==> config.mk <==
export PLATFORM = sky130hd
export DESIGN_NAME = psfb_ctrl
export DESIGN_NICKNAME = d
export VERILOG_FILES = /design/src/design/psfb_pkg.sv /design/src/design/psfb_ctrl.sv
export SDC_FILE = /design/constraint.sdc
export NUM_CORES = 1
export LEC_CHECK = 0
export BUFFER_PORTS_ARGS = -buffer_cell sky130_fd_sc_hd__buf_2
export CAP_MARGIN = 40
export CORE_UTILIZATION = 52
export CTS_CLUSTER_SIZE = 14
export DETAILED_ROUTE_END_ITERATION = 10
export GPL_ROUTABILITY_DRIVEN = 0
export PLACE_DENSITY = 0.77
export RECOVER_POWER = 100
export SYNTH_ARGS = -nofsm -noshare
export SYNTH_HDL_FRONTEND = slang
export SYNTH_SLANG_ARGS = --single-unit
==> constraint.sdc <==
create_clock -name clk_i -period 2.2 [get_ports clk_i]
set_clock_uncertainty 0.1 [all_clocks]
set_input_delay 0.22 -clock clk_i [delete_from_list [all_inputs] [get_ports clk_i]]
set_output_delay 0.22 -clock clk_i [all_outputs]
set_load 0.02 [all_outputs]
==> src/design/psfb_pkg.sv <==
package psfb_pkg;

  // Fixed geometry of the bank
  localparam int ChW    = 3;   // channel index width (8 channels)
  localparam int SlotW  = 5;   // history ring slot index width (17 slots)
  localparam int InnerW = 5;   // inner loop counter width
  localparam int AddrW  = SlotW + ChW;
  localparam int MemDepth = 136;
  localparam int CoefW  = 24;  // Q1.23
  localparam int OpW    = 40;  // widest multiplier operand
  localparam int AccW   = 64;

  localparam logic [SlotW-1:0]  LAST_SLOT = 5'd16;
  localparam logic [ChW-1:0]    LAST_CH   = 3'd7;
  localparam logic [InnerW-1:0] LAST_TAP  = 5'd16;
  localparam logic [InnerW-1:0] LAST_FWD  = 5'd7;
  localparam logic [InnerW-1:0] LAST_INV  = 5'd15;

  // Twiddle magnitudes in Q1.23: unity (clamped) and cos(pi/4)
  localparam logic signed [CoefW-1:0] TW_ONE  = 24'sd8388607;
  localparam logic signed [CoefW-1:0] TW_DIAG = 24'sd5931642;

  // Prototype quantization helpers
  localparam longint Q23 = 64'sd8388608;
  localparam longint X1  = 64'sd10000000;
  localparam longint X2  = 64'sd100000000;
  localparam longint X3  = 64'sd1000000000;
  localparam longint X4  = 64'sd10000000000;
  localparam longint X6  = 64'sd1000000000000;

  // First half of the symmetric 129-tap prototype, Q1.23, rounded half away from zero
  localparam logic signed [CoefW-1:0] PROTO_HALF [65] = '{
    24'((-6315349 * Q23 - X4 / 2) / X4), 24'((-5510414 * Q23 - X4 / 2) / X4),
    24'((-3259621 * Q23 - X4 / 2) / X4), 24'((2340440 * Q23 + X6 / 2) / X6),
    24'((3642858 * Q23 + X4 / 2) / X4),  24'((6766050 * Q23 + X4 / 2) / X4),
    24'((8611797 * Q23 + X4 / 2) / X4),  24'((8640147 * Q23 + X4 / 2) / X4),
    24'((6698439 * Q23 + X4 / 2) / X4),  24'((3085988 * Q23 + X4 / 2) / X4),
    24'((-1483775 * Q23 - X4 / 2) / X4), 24'((-6022076 * Q23 - X4 / 2) / X4),
    24'((-9478917 * Q23 - X4 / 2) / X4), 24'((-1098731 * Q23 - X3 / 2) / X3),
    24'((-1008196 * Q23 - X3 / 2) / X3), 24'((-6838552 * Q23 - X4 / 2) / X4),
    24'((-1894605 * Q23 - X4 / 2) / X4), 24'((3662389 * Q23 + X4 / 2) / X4),
    24'((8523396 * Q23 + X4 / 2) / X4),  24'((1145797 * Q23 + X3 / 2) / X3),
    24'((1162045 * Q23 + X3 / 2) / X3),  24'((8789646 * Q23 + X4 / 2) / X4),
    24'((3478767 * Q23 + X4 / 2) / X4),  24'((-3122778 * Q23 - X4 / 2) / X4),
    24'((-9377814 * Q23 - X4 / 2) / X4), 24'((-1356247 * Q23 - X3 / 2) / X3),
    24'((-1428731 * Q23 - X3 / 2) / X3), 24'((-1088462 * Q23 - X3 / 2) / X3),
    24'((-3666099 * Q23 - X4 / 2) / X4), 24'((6024938 * Q23 + X4 / 2) / X4),
    24'((1600312 * Q23 + X3 / 2) / X3),  24'((2365728 * Q23 + X3 / 2) / X3),
    24'((2652446 * Q23 + X3 / 2) / X3),  24'((2290888 * Q23 + X3 / 2) / X3),
    24'((1240943 * Q23 + X3 / 2) / X3),  24'((-3776170 * Q23 - X4 / 2) / X4),
    24'((-2286936 * Q23 - X3 / 2) / X3), 24'((-4089015 * Q23 - X3 / 2) / X3),
    24'((-5336370 * Q23 - X3 / 2) / X3), 24'((-5624458 * Q23 - X3 / 2) / X3),
    24'((-4688907 * Q23 - X3 / 2) / X3), 24'((-2487475 * Q23 - X3 / 2) / X3),
    24'((7526787 * Q23 + X4 / 2) / X4),  24'((4537047 * Q23 + X3 / 2) / X3),
    24'((8161600 * Q23 + X3 / 2) / X3),  24'((1082239 * Q23 + X2 / 2) / X2),
    24'((1176229 * Q23 + X2 / 2) / X2),  24'((1043122 * Q23 + X2 / 2) / X2),
    24'((6631116 * Q23 + X3 / 2) / X3),  24'((6163657 * Q23 + X4 / 2) / X4),
    24'((-6874063 * Q23 - X3 / 2) / X3), 24'((-1466670 * Q23 - X2 / 2) / X2),
    24'((-2128611 * Q23 - X2 / 2) / X2), 24'((-2515561 * Q23 - X2 / 2) / X2),
    24'((-2483840 * Q23 - X2 / 2) / X2), 24'((-1928255 * Q23 - X2 / 2) / X2),
    24'((-8029233 * Q23 - X3 / 2) / X3), 24'((8652438 * Q23 + X3 / 2) / X3),
    24'((2973120 * Q23 + X2 / 2) / X2),  24'((5349194 * Q23 + X2 / 2) / X2),
    24'((7772069 * Q23 + X2 / 2) / X2),  24'((9997327 * Q23 + X2 / 2) / X2),
    24'((1178896 * Q23 + X1 / 2) / X1),  24'((1295080 * Q23 + X1 / 2) / X1),
    24'((1335319 * Q23 + X1 / 2) / X1)
  };

  // Dot-product kinds run by the shared MAC
  typedef enum logic [2:0] {
    MODE_ANA,  // analysis branch filter
    MODE_FRE,  // forward DFT, real part
    MODE_FIM,  // forward DFT, imaginary part
    MODE_INV,  // inverse DFT
    MODE_SYN   // synthesis branch filter
  } mode_e;

  // One MAC step issued by the controller
  typedef struct packed {
    logic              vld;
    mode_e             mode;
    logic [ChW-1:0]    outer;
    logic [InnerW-1:0] inner;
    logic              first;
    logic              last;
  } step_t;

  typedef struct packed {
    logic  take;        // input transaction this cycle
    step_t step;
    logic  adv_head;    // block done, move ring head
    logic  emit_start;  // start output burst
  } cmd_t;

  typedef struct packed {
    logic cnt_full;     // staging holds seven samples
    logic emit_busy;
    logic result_done;  // dot product written back
  } st_t;

  // Zero-padded prototype tap at index idx
  function automatic logic signed [CoefW-1:0] coef_at(input logic [AddrW-1:0] idx);
    logic [6:0] h;
    h = '0;
    if (idx > 8'd128) begin
      return '0;
    end else begin
      h = (idx <= 8'd64) ? idx[6:0] : 7'(8'd128 - idx);
      return PROTO_HALF[h];
    end
  endfunction

  function automatic logic signed [CoefW-1:0] tw_cos(input logic [ChW-1:0] j);
    logic signed [CoefW-1:0] r;
    case (j)
      3'd0:    r = TW_ONE;
      3'd1:    r = TW_DIAG;
      3'd2:    r = '0;
      3'd3:    r = -TW_DIAG;
      3'd4:    r = -TW_ONE;
      3'd5:    r = -TW_DIAG;
      3'd6:    r = '0;
      default: r = TW_DIAG;
    endcase
    return r;
  endfunction

  function automatic logic signed [CoefW-1:0] tw_sin(input logic [ChW-1:0] j);
    logic signed [CoefW-1:0] r;
    case (j)
      3'd0:    r = '0;
      3'd1:    r = TW_DIAG;
      3'd2:    r = TW_ONE;
      3'd3:    r = TW_DIAG;
      3'd4:    r = '0;
      3'd5:    r = -TW_DIAG;
      3'd6:    r = -TW_ONE;
      default: r = -TW_DIAG;
    endcase
    return r;
  endfunction

  // Divide by 2^sh, round half away from zero, saturate to a bits-wide signed field
  function automatic logic signed [AccW-1:0] rnd_sat(input logic signed [AccW-1:0] acc,
                                                     input int sh, input int bits);
    logic            neg;
    logic [AccW-1:0] mag;
    logic [AccW-1:0] q;
    logic [AccW-1:0] lim;
    neg = acc[AccW-1];
    mag = neg ? AccW'(-acc) : AccW'(acc);
    q   = mag >> sh;
    if (mag[sh-1]) q = q + 64'd1;
    lim = (64'd1 << (bits - 1)) - (neg ? 64'd0 : 64'd1);
    if (q > lim) q = lim;
    return neg ? -$signed(q) : $signed(q);
  endfunction

endpackage

==> src/design/psfb_ctrl.sv <==
module psfb_ctrl (
  input  logic            clk_i,
  input  logic            rst_ni,
  input  logic            s_valid_i,
  input  logic            s_req_i,
  output logic            s_ready_o,
  input  psfb_pkg::st_t   st_i,
  output psfb_pkg::cmd_t  cmd_o
);

  typedef enum logic [2:0] {
    S_IDLE = 3'b001,
    S_RUN  = 3'b010,
    S_WAIT = 3'b100
  } state_e;

  state_e                         state_q, state_d;
  psfb_pkg::mode_e                mode_q, mode_d;
  logic [psfb_pkg::ChW-1:0]       o_q, o_d;
  logic [psfb_pkg::InnerW-1:0]    i_q, i_d;
  logic [psfb_pkg::InnerW-1:0]    last_idx;
  logic                           take;
  logic                           blk_done;

  // Run length per dot-product kind
  always_comb begin
    unique case (mode_q)
      psfb_pkg::MODE_FRE, psfb_pkg::MODE_FIM: last_idx = psfb_pkg::LAST_FWD;
      psfb_pkg::MODE_INV:                     last_idx = psfb_pkg::LAST_INV;
      default:                                last_idx = psfb_pkg::LAST_TAP;
    endcase
  end

  // The block-completing sample waits while the output buffer drains
  assign s_ready_o = (state_q == S_IDLE) &&
                     !(st_i.emit_busy && st_i.cnt_full && !s_req_i);
  assign take      = s_valid_i && s_ready_o;
  assign blk_done  = (state_q == S_WAIT) && st_i.result_done &&
                     (mode_q == psfb_pkg::MODE_SYN) && (o_q == psfb_pkg::LAST_CH);

  always_comb begin
    cmd_o            = '0;
    cmd_o.take       = take;
    cmd_o.step.vld   = (state_q == S_RUN);
    cmd_o.step.mode  = mode_q;
    cmd_o.step.outer = o_q;
    cmd_o.step.inner = i_q;
    cmd_o.step.first = (i_q == '0);
    cmd_o.step.last  = (i_q == last_idx);
    cmd_o.adv_head   = blk_done;
    cmd_o.emit_start = blk_done;
  end

  // Sequencer: analysis, forward DFT, then inverse/synthesis per branch
  always_comb begin
    state_d = state_q;
    mode_d  = mode_q;
    o_d     = o_q;
    i_d     = i_q;
    unique case (state_q)
      S_IDLE: begin
        if (take && !s_req_i && st_i.cnt_full) begin
          state_d = S_RUN;
          mode_d  = psfb_pkg::MODE_ANA;
          o_d     = '0;
          i_d     = '0;
        end
      end
      S_RUN: begin
        if (i_q == last_idx) begin
          state_d = S_WAIT;
          i_d     = '0;
        end else begin
          i_d = i_q + 5'd1;
        end
      end
      S_WAIT: begin
        if (st_i.result_done) begin
          state_d = S_RUN;
          unique case (mode_q)
            psfb_pkg::MODE_ANA: begin
              if (o_q == psfb_pkg::LAST_CH) begin
                mode_d = psfb_pkg::MODE_FRE;
                o_d    = '0;
              end else begin
                o_d = o_q + 3'd1;
              end
            end
            psfb_pkg::MODE_FRE: mode_d = psfb_pkg::MODE_FIM;
            psfb_pkg::MODE_FIM: begin
              if (o_q == psfb_pkg::LAST_CH) begin
                mode_d = psfb_pkg::MODE_INV;
                o_d    = '0;
              end else begin
                mode_d = psfb_pkg::MODE_FRE;
                o_d    = o_q + 3'd1;
              end
            end
            psfb_pkg::MODE_INV: mode_d = psfb_pkg::MODE_SYN;
            default: begin
              if (o_q == psfb_pkg::LAST_CH) begin
                state_d = S_IDLE;
              end else begin
                mode_d = psfb_pkg::MODE_INV;
                o_d    = o_q + 3'd1;
              end
            end
          endcase
        end
      end
      default: state_d = S_IDLE;
    endcase
  end

  always_ff @(posedge clk_i or negedge rst_ni) begin
    if (!rst_ni) begin
      state_q <= S_IDLE;
      mode_q  <= psfb_pkg::MODE_ANA;
      o_q     <= '0;
      i_q     <= '0;
    end else begin
      state_q <= state_d;
      mode_q  <= mode_d;
      o_q     <= o_d;
      i_q     <= i_d;
    end
  end

endmodule

==> flow_summary_export.csv <==
group,metric,value,unit
outcome,outcome,"finished clean",
synthesis,synth_top_flop_cell,"sky130_fd_sc_hd__dfrtp_1",
sta,tightestPinTransition,0.770,ns
sta,timing.final.crit_share,92.9,%
cells_and_area,area.sequential,353,um^2
clocking,cts_buffer_depth,2,
power_and_ir_drop,seq_power_share,51.1,%
clocking,worst_setup_hold_path_clk_slew,0.09,ns
sta,remaining_max_slew_budget_at_the_tightest_pin,48.7,%
critical_path,critical_path_required,1.88,ns
clocking,clkSinkCount,14,
synthesis,net_count_of_the_mapped_netlist,108,
place,port_buffers,24,
sta,finalSetupViolCount,0,
worst_hold_path,hold_path.startpoint,"st_i[0]",
place,dpl.hpwl,1470,um
route,drt.antenna.violating_nets,0,
critical_path,critical_path.top_delay_family,"flip-flops",
critical_path,critPathArrivalTime,1.72,ns
die,fp.dieW,45.8,um
grt,groute.usage.overall,22.5,%
sta,achievable-frequency,489,MHz
die,num_io_pins,25,
route,drt-wirelength-per-cell,14.3,um
clocking,tritoncts,"done",
power_and_ir_drop,share_clk_of_total_power,26.0,%
cells_and_area,nets,131,
critical_path,rr_endpoint,"o_q[0]",
synthesis,post_synth_inst_count,97,
route,dr.first_iter.drc_count,31,
critical_path,cp-start-kind,"register",
critical_path,worst_setup_path_endpoint,"cmd_o[1]",
cells_and_area,flow.area_growth_from_synthesis,9.92,%
critical_path,cp.buffers_inverters,1,
sta,finalSetupTns,0,ns
die,rows,15,
synthesis,synthesis.yosys.warnings,0,
clocking,cts_max_level,1,
power_and_ir_drop,power_density,551,nW/um^2
cells_and_area,multiInputGateArea,556,um^2
critical_path,crit_top_cell,"sky130_fd_sc_hd__ha_1",
power_and_ir_drop,power.static_leakage,0.000484,uW
synthesis,synth_enable_flop_cells,0,
synthesis,post_synth.cell_area_avg,10.3,um^2
critical_path,r2r_slack,0.20,ns
clocking,cts-buffers-inserted,3,
synthesis,seq_area_frac_synth,35.3,%
synthesis,postSynthRegisterBits,14,
run,max_cap_violations,0,
grt,grt_first_pass_wirelength,3240,um
critical_path,worst_r2r_path_depth,6,
place,place_inst,139,
sta,finalMaxSlewViolations,0,
die,floorplan.initialDensity,56.5,%
critical_path,crit-reg2reg-launch,"o_q[0]",
route,routed_via_density,5.75,
grt,number_of_global_route_vias_before_repair,665,
cells_and_area,antenna_cells,0,
clocking,cts_post_setup_buffers_inserted,0,
synthesis,yosysUniqueCellTypes,47,
synthesis,synth_largest_area_cell,"sky130_fd_sc_hd__dfrtp_1",
clocking,insertion_delay_of_the_later_clocked_pin_in_the_worst_skew_pair,0.29,ns
worst_hold_path,hold_path.class,"input port to register",
critical_path,timing.critical_path.slowest_stage_cell,"sky130_fd_sc_hd__dfrtp_1",
synthesis,netlist_area,996,um^2
power_and_ir_drop,power_switching_share,34.1,%
die,die_area,2090,um^2
power_and_ir_drop,peakVddDrop,0.000320,V
cells_and_area,filler_cell_count,166,
synthesis,synth_top_area_share,32.7,%
critical_path,path_cells,"ha_1, ha_1, nand3_1, nor4_2, clkbuf_1",
route,first_pass_iters,4,
sta,final_hold_viol_count,0,
synthesis,synthArstFlopShare,100,%
critical_path,setup.worst_path.class,"register to primary output",
power_and_ir_drop,p_switching,206,uW
critical_path,setup.worst_path.start,"o_q[0]",
route,drc,0,
grt,grt_overflow_total,0,
cells_and_area,final-instance-count-excl-fill,144,
critical_path,worst-path-stages,5,
sta,unrepaired_setup_endpoints_after_global_routing,"no",
critical_path,worstSetupEndpointType,"primary output",
route,via_count,828,
critical_path,critPathMaxFanout,5,
die,die_h,45.8,um
sta,finalWorstPathRequiredPeriod,2.04,ns
grt,grt_max_degree,15,
route,drt_wl_total,2060,um
power_and_ir_drop,internal_power,398,uW
grt,grt_antenna_before_repair,0,
cells_and_area,layout-drive-gt1-share,20.2,%
critical_path,slowest_stage_delay_cp,0.40,ns
die,core-area,1760,um^2
synthesis,top_post_synthesis_cells_by_area,"sky130_fd_sc_hd__dfrtp_1, sky130_fd_sc_hd__ha_1, sky130_fd_sc_hd__nor2_1, sky130_fd_sc_hd__dfstp_2, sky130_fd_sc_hd__o2bb2ai_1",
clocking,cts_root_buf,"sky130_fd_sc_hd__clkbuf_4",
power_and_ir_drop,pwr-share-comb,22.9,%
==> power groups by stage <==
stage / clock (uW) / combinational (uW) / sequential, uW
finish: 157 / 138 / 308
floorplan: 0 / 85.6 / 322
global route: 172 / 153 / 311
global placement: 0 / 146 / 310
detailed placement: 0 / 148 / 311
CTS: 162 / 150 / 307
==> registers in the layout, indices dropped and copies added, names as in the netlist <==
name / count
o_q: 3
state_q: 3
i_q: 5
mode_q: 3
==> cell usage in the layout (no fill, tap or decap), drive strengths merged, types with 2 or more instances in the layout <==
| cell | n |
|---|---|
| a22o | 2 |
| o21ai | 5 |
| nor4b | 3 |
| nor2b | 3 |
| clkbuf | 21 |
| a32o | 2 |
| nor2 | 9 |
| nand3 | 4 |
| ha | 4 |
| dfrtp | 13 |
| buf | 7 |
| nand2 | 2 |
| or2 | 3 |
| nand2b | 3 |
| nor3b | 3 |
| o2bb2ai | 3 |
| xor2 | 2 |
| inv | 5 |
| a21oi | 2 |
==> layout make-up <==
| cell class | instances | area share [%] |
|---|---|---|
| clock buffers | 4 | 2.40 |
| well taps | 25 | 2.86 |
| repair buffers | 25 | 10.1 |
| flip-flops and latches | 14 | 32.2 |
| inverters | 5 | 1.71 |
| multi-input cells | 71 | 50.7 |
==> metal layers <==
layer / vias to the layer above / share of wire (%) / global-route usage [%]
li1: 398 / - / -
met1: 397 / 49 / 34.5
met2: 29 / 46 / 28.9
met3: 4 / 3.6 / 4.76
met4: 0 / 1.5 / 11.8
met5: - / 0 / 0
==> kinds of logic after synthesis <==
| family | share of synthesized area, % |
|---|---|
| and+or+nand+nor | 27.3 |
| AOI/OAI and AO/OA | 21.7 |
| DFF | 35.3 |
| buffers and inverters | 6.66 |
| adders and majority gates | 5.03 |
| xor gates and xnor gates | 2.64 |
| muxes | 1.38 |
==> worst min-delay path, delay by kind of cell <==
family                 cells  cell delay (ns)
buffers and inverters      1             0.13
AOI/OAI and AO/OA          1             0.07
and+or+nand+nor            1             0.10
==> cells in the mapped netlist, drive strengths merged, types with 2 or more instances <==
library cell / number
dfrtp: 13
nor2: 9
buf: 6
inv: 5
o21ai: 5
ha: 4
nand3: 4
nand2b: 3
nor2b: 3
nor3b: 3
nor4b: 3
o2bb2ai: 3
or2: 3
a21oi: 2
a22o: 2
a32o: 2
nand2: 2
xor2: 2
==> repair_timing <==
| item | CTS | global route |
|---|---|---|
| endpoints found under the setup margin | 0 | 2 |
| hold buffers | 1 | 0 |
| resized for setup | 0 | 2 |
| hold endpoints to repair | 13 | 0 |
==> through the flow <==
stage | area (um^2) | total power, uW | hold slack (ns) | util (%) | setup slack, ns
floorplan | 996 | 408 | -0.176 | - | 0.247
global placement | 1100 | 456 | 0.0335 | 62.3 | 0.330
detailed placement | 1100 | 459 | 0.0364 | 62.3 | 0.258
CTS | 1140 | 620 | 0.158 | 64.4 | 0.0752
global route | 1090 | 636 | 0.183 | 62.1 | 0.0315
finish | 1090 | 603 | 0.158 | 62.1 | 0.156
==> how the worst min path moves through the flow <==
stage,endpoint,slack (ns),depth (start not counted)
after detailed placement,mode_q[1],0.04,1
after global routing,mode_q[2],0.18,3
after CTS,mode_q[2],0.16,3
final,mode_q[2],0.16,3
after global placement,mode_q[1],0.03,1
after floorplan,i_q[0],-0.18,0
Note: power is estimated with default switching activity, not from simulation.
